### config.mk
export PLATFORM = sky130hd
export DESIGN_NAME = chsq_ctrl
export DESIGN_NICKNAME = d
export VERILOG_FILES = /design/src/hdl/chsq_pkg.sv /design/src/hdl/chsq_ctrl.sv
export SDC_FILE = /design/constraint.sdc
export NUM_CORES = 1
export LEC_CHECK = 0
export ABC_AREA = 0
export ABC_CLOCK_PERIOD_IN_PS = 1230
export BUFFER_PORTS_ARGS = -buffer_cell sky130_fd_sc_hd__buf_2
export CAP_MARGIN = 20
export CORE_MARGIN = 1
export CORE_UTILIZATION = 25
export CTS_BUF_LIST = sky130_fd_sc_hd__clkbuf_4
export DETAILED_ROUTE_END_ITERATION = 16
export GPL_TIMING_DRIVEN = 0
export HOLD_SLACK_MARGIN = 0.02
export SYNTH_ARGS = -nofsm -noshare
export SYNTH_HDL_FRONTEND = slang
export SYNTH_SLANG_ARGS = --single-unit
### constraint.sdc
create_clock -name clock -period 1.23 [get_ports clock]
set_input_delay 0.0615 -clock clock [delete_from_list [all_inputs] [get_ports clock]]
set_output_delay 0.0615 -clock clock [all_outputs]
set_load 0.01 [all_outputs]
### src/hdl/chsq_pkg.sv
// chsq_pkg: shared types and constants of the chi-square histogram distance block
// used by every module under hdl except chsq_ram; depends on nothing

package chsq_pkg;

   // default sizes, handed to the top-level parameters
   localparam int MAX_QUBITS_DEF = 10;
   localparam int COUNT_BITS_DEF = 16;
   localparam int FRAC_BITS_DEF  = 16;

   // fixed field widths
   localparam int OP_BITS      = 2;
   localparam int OUTCOME_BITS = 10;
   localparam int LOSS_BITS    = 43;
   localparam int AQ_BITS      = 4;

   localparam logic [LOSS_BITS-1:0] LOSS_MAX = '1;
   localparam logic [AQ_BITS-1:0]   AQ_RESET = 4'd10;

   // register port
   localparam int CSR_ADDR_BITS = 3;
   localparam int CSR_DATA_BITS = 32;

   typedef enum logic [CSR_ADDR_BITS-3:0] {
      REG_ACTIVE_QUBITS = 1'b0
   } reg_type;

   typedef enum logic [OP_BITS-1:0] {
      OP_FIRST   = 2'd0,
      OP_SECOND  = 2'd1,
      OP_COMPUTE = 2'd2,
      OP_NONE    = 2'd3
   } op_type;

   typedef enum logic [3:0] {
      ST_CLEAR,
      ST_IDLE,
      ST_BUMP,
      ST_READ,
      ST_LOAD,
      ST_SQUARE,
      ST_DIV_START,
      ST_DIVIDE,
      ST_ACCUM,
      ST_FINISH
   } state_type;

   typedef struct packed {
      logic load_item;
      logic pick_second;
      logic bump;
      logic start_walk;
      logic cnt_inc;
      logic cnt_zero;
      logic rd_walk;
      logic sweep;
      logic load_diff;
      logic load_square;
      logic div_start;
      logic div_step;
      logic accumulate;
      logic emit;
   } cmd_type;

   typedef struct packed {
      logic bin_nonzero;
      logic walk_last;
      logic sweep_last;
      logic div_last;
      logic out_free;
   } status_type;

endpackage

### src/hdl/chsq_ctrl.sv
// chsq_ctrl: sequencer for sample, compute and clearing sweep
// depends on chsq_pkg for state, opcode, command and status types

module chsq_ctrl (
   input  logic                         clock,
   input  logic                         reset,
   input  logic                         req_valid,
   input  logic [chsq_pkg::OP_BITS-1:0] req_operation,
   output logic                         req_ready,
   input  chsq_pkg::status_type         status,
   output chsq_pkg::cmd_type            cmd
);

   chsq_pkg::state_type state_ff, state_in;
   chsq_pkg::op_type    op;

   assign op = chsq_pkg::op_type'(req_operation);

   always_ff @(posedge clock) begin
      if (reset) begin
         state_ff <= chsq_pkg::ST_CLEAR;
      end else begin
         state_ff <= state_in;
      end
   end

   always_comb begin
      state_in  = state_ff;
      cmd       = '0;
      req_ready = 1'b0;
      unique case (state_ff)
         chsq_pkg::ST_CLEAR: begin
            cmd.sweep   = 1'b1;
            cmd.cnt_inc = 1'b1;
            cmd.rd_walk = 1'b1;
            if (status.sweep_last) begin
               state_in = chsq_pkg::ST_IDLE;
            end
         end
         chsq_pkg::ST_IDLE: begin
            req_ready = 1'b1;
            if (req_valid) begin
               cmd.load_item   = 1'b1;
               cmd.pick_second = (op == chsq_pkg::OP_SECOND);
               unique case (op) inside
                  chsq_pkg::OP_FIRST, chsq_pkg::OP_SECOND: begin
                     state_in = chsq_pkg::ST_BUMP;
                  end
                  chsq_pkg::OP_COMPUTE: begin
                     cmd.start_walk = 1'b1;
                     state_in       = chsq_pkg::ST_READ;
                  end
                  default: begin
                     state_in = chsq_pkg::ST_IDLE;
                  end
               endcase
            end
         end
         chsq_pkg::ST_BUMP: begin
            cmd.bump = 1'b1;
            state_in = chsq_pkg::ST_IDLE;
         end
         chsq_pkg::ST_READ: begin
            cmd.rd_walk = 1'b1;
            state_in    = chsq_pkg::ST_LOAD;
         end
         chsq_pkg::ST_LOAD: begin
            cmd.rd_walk = 1'b1;
            if (status.bin_nonzero) begin
               cmd.load_diff = 1'b1;
               state_in      = chsq_pkg::ST_SQUARE;
            end else begin
               cmd.cnt_inc = 1'b1;
               state_in    = status.walk_last ? chsq_pkg::ST_FINISH : chsq_pkg::ST_READ;
            end
         end
         chsq_pkg::ST_SQUARE: begin
            cmd.load_square = 1'b1;
            state_in        = chsq_pkg::ST_DIV_START;
         end
         chsq_pkg::ST_DIV_START: begin
            cmd.div_start = 1'b1;
            state_in      = chsq_pkg::ST_DIVIDE;
         end
         chsq_pkg::ST_DIVIDE: begin
            cmd.div_step = 1'b1;
            if (status.div_last) begin
               state_in = chsq_pkg::ST_ACCUM;
            end
         end
         chsq_pkg::ST_ACCUM: begin
            cmd.accumulate = 1'b1;
            cmd.cnt_inc    = 1'b1;
            state_in       = status.walk_last ? chsq_pkg::ST_FINISH : chsq_pkg::ST_READ;
         end
         chsq_pkg::ST_FINISH: begin
            // hold the sum until the result register is free
            if (status.out_free) begin
               cmd.emit     = 1'b1;
               cmd.cnt_zero = 1'b1;
               state_in     = chsq_pkg::ST_CLEAR;
            end
         end
         default: begin
            state_in = chsq_pkg::ST_CLEAR;
         end
      endcase
   end

endmodule

==> results_dict.tcl <==
set metrics [dict create \
    critPathArrivalTime_ns 1.60 \
    largest_reg_flops 4 \
    synth_cells 70 \
    crit_fanout 6 \
    nets 125 \
    slew_viol_final 0 \
    irDropWorstVdd_mv 0.356 \
    grt_setup_unrepaired "true" \
    finalClockSkew_ns 0.0120 \
    period_share_pct 116 \
    die_w_microns 46.7 \
    synth_flop_cell "dfxtp_1" \
    core-area_sq_um 1800 \
    clk_path_buf_depth 2 \
    violations "negative setup slack" \
    drt_first_pass_iters 4 \
    hpwl_microns 992 \
    grt_pass1_wl_mm 2.57 \
    drc 0 \
    ant_nets 0 \
    crit_path_top_delay_cell "dfxtp_4" \
    path_cells "buf_4 -> nor3_2 -> mux2i_2 -> a21oi_2 -> nor3_2" \
    synth-seq-cells 4 \
    drv_cap 0 \
    clk_latency_ns 0.24 \
    synth_fp_nets 80 \
    grt_overflow 0 \
    grt_max_degree 11 \
    end_kind "register" \
    diodes 0 \
    vias_per_cell 5.11 \
    htree_levels 1 \
    grt_pass1_vias 631 \
    mostFrequentLayoutCell "buf_2" \
    holdWs_ns 0.0562 \
    fin_ws_ns -0.198 \
    antenna_found_initial 0 \
    numCtsBuffers 3 \
    layout_common_cells "buf_2, buf_4, buf_6, nor3_2, nor2_1" \
    avgSynthCellArea_sq_um 7.15 \
    num_rows 15 \
    grt.total_usage_pct 16.3 \
    detail_route.wl_per_cell_microns 14.1 \
    path_class "register to register" \
    tightest_slew_ns 0.342 \
    io_pins 25 \
    die_area_sq_um 2180 \
    design_area_sq_um 977 \
    ys_types 31 \
    synth_edf_count 0 \
    floorplan.initialDensity_pct 27.8 \
    status "finished, violations left" \
    top_regs "state_ff x4" \
    startpoint_type "register" \
    critPathMostFrequentCell "nor3_2" \
    drtIter0Drc 18 \
    gp_congestion 0.741 \
    die_h_microns 46.7 \
    place_inst 119 \
    finalSetupViolations 12 \
    cts-root-buf "clkbuf_4" \
    path_buf_inv 1 \
    ys_seq_area_share_pct 16.0 \
    syn_area_sq_um 500 \
    drive_gt1_share_pct 66.4 \
    hold_buffers 0 \
    yosysWarnings 0 \
    place_area_sq_um 672 \
    wl_mm 1.95 \
    syn_to_final_growth_pct 95.2 \
    postLayoutCoreUtil_pct 54.2 \
    p_leak_nw 0.472 \
    clock.fmax_ghz 0.700 \
    hold_violations 0 \
    crit_family "simple AND/OR/NAND/NOR gates" \
    slowest_delay_ns 0.36 \
    synth_async_sr_flop_share_pct 0 \
    slew_headroom_pct 77.0 \
    vias 705 \
    largest_register "state_ff" \
    period_minus_slack_ns 1.43 \
    path_clk_slew_ns 0.04 \
    cts.sinks 4 \
    cts_tree "yes" \
    layout.cells.non_filler 138 \
    port_buffers 24 \
    crit_required_ns 1.40 \
    power_density_nw_per_um2 687 \
    hold_class "input port to register" \
]
==> timing repair <==
action,CTS,global route
gates resized for setup,32,10
setup buffers,14,2
gates cloned,0,1
pin swaps,7,7
endpoints found under the setup margin,19,17
==> worst reg2reg max path, stage by stage (launching register included) <==
cell and delay (ns):
dfxtp_4 0.36, buf_4 0.14, nor3_2 0.30, mux2i_2 0.31, a21oi_2 0.09, nor3_2 0.15
==> through the flow <==
stage	setup TNS, ns	total power, mW	setup slack [ns]
6_report	-1.10	0.671	-0.198
3_5_place_dp	-0.661	0.366	-0.174
5_1_grt	-2.25	0.717	-0.230
3_3_place_gp	-0.592	0.363	-0.172
2_1_floorplan	-0.294	0.295	-0.0802
4_1_cts	-1.16	0.628	-0.163
==> power breakdown <==
part           switching [mW]  internal [mW]  total, mW
combinational           0.165          0.181      0.346
sequential             0.0168          0.137      0.154
clock                  0.0614          0.110      0.171
total                   0.244          0.427      0.671
==> cells by family after synthesis <==
family,after synthesis,synth area share (%)
AND/OR/NAND/NOR,39,44.5
flip-flops,4,16.0
XOR/XNOR,1,1.75
AO/OA/AOI/OAI,10,14.8
multiplexers,5,11.0
buffers and inverters,11,12.0
==> area by class of cell <==
class                      count  area [sq um]
timing repair buffer          41           284
multi-input combinational     55           464
sequential                     4          92.6
buffer                         6          67.6
clock buffer                   3          22.5
tap                           25          31.3
fill                         171           825
inverter                       4          15.0
==> layer usage <==
layer / part of all wire (%) / vias up / track usage [%]
met5: 0 / - / 0
met4: 0.51 / 0 / 5.14
met3: 4.4 / 2 / 3.85
met2: 56 / 28 / 31.1
met1: 39 / 337 / 17.4
li1: - / 338 / -
==> cell usage after synthesis (all sizes together), types with 2 or more instances <==
cell	number	area share [%]
buf	6	8.2
nand2	6	4.5
a21oi	2	2.0
nand2b	5	6.3
nor2	6	4.5
nor2b	2	2.5
nor4	2	2.5
mux2i	4	8.0
inv	4	3.0
dfxtp	4	16
nor3b	3	4.5
nor3	10	12
==> final timing paths <==
path                       startpoint                  endpoint  slack (ns)  cells past startpoint
max          state_ff[2]$_SDFFE_PP0P_  state_ff[3]$_SDFFE_PP0P_       -0.20                      5
min reg2reg  state_ff[0]$_SDFFE_PP0P_  state_ff[0]$_SDFFE_PP0P_        0.67                      3
min                             reset  state_ff[3]$_SDFFE_PP0P_        0.06                      2
max reg2reg  state_ff[2]$_SDFFE_PP0P_  state_ff[3]$_SDFFE_PP0P_       -0.20                      5
Power figures use the tool's default switching activity.
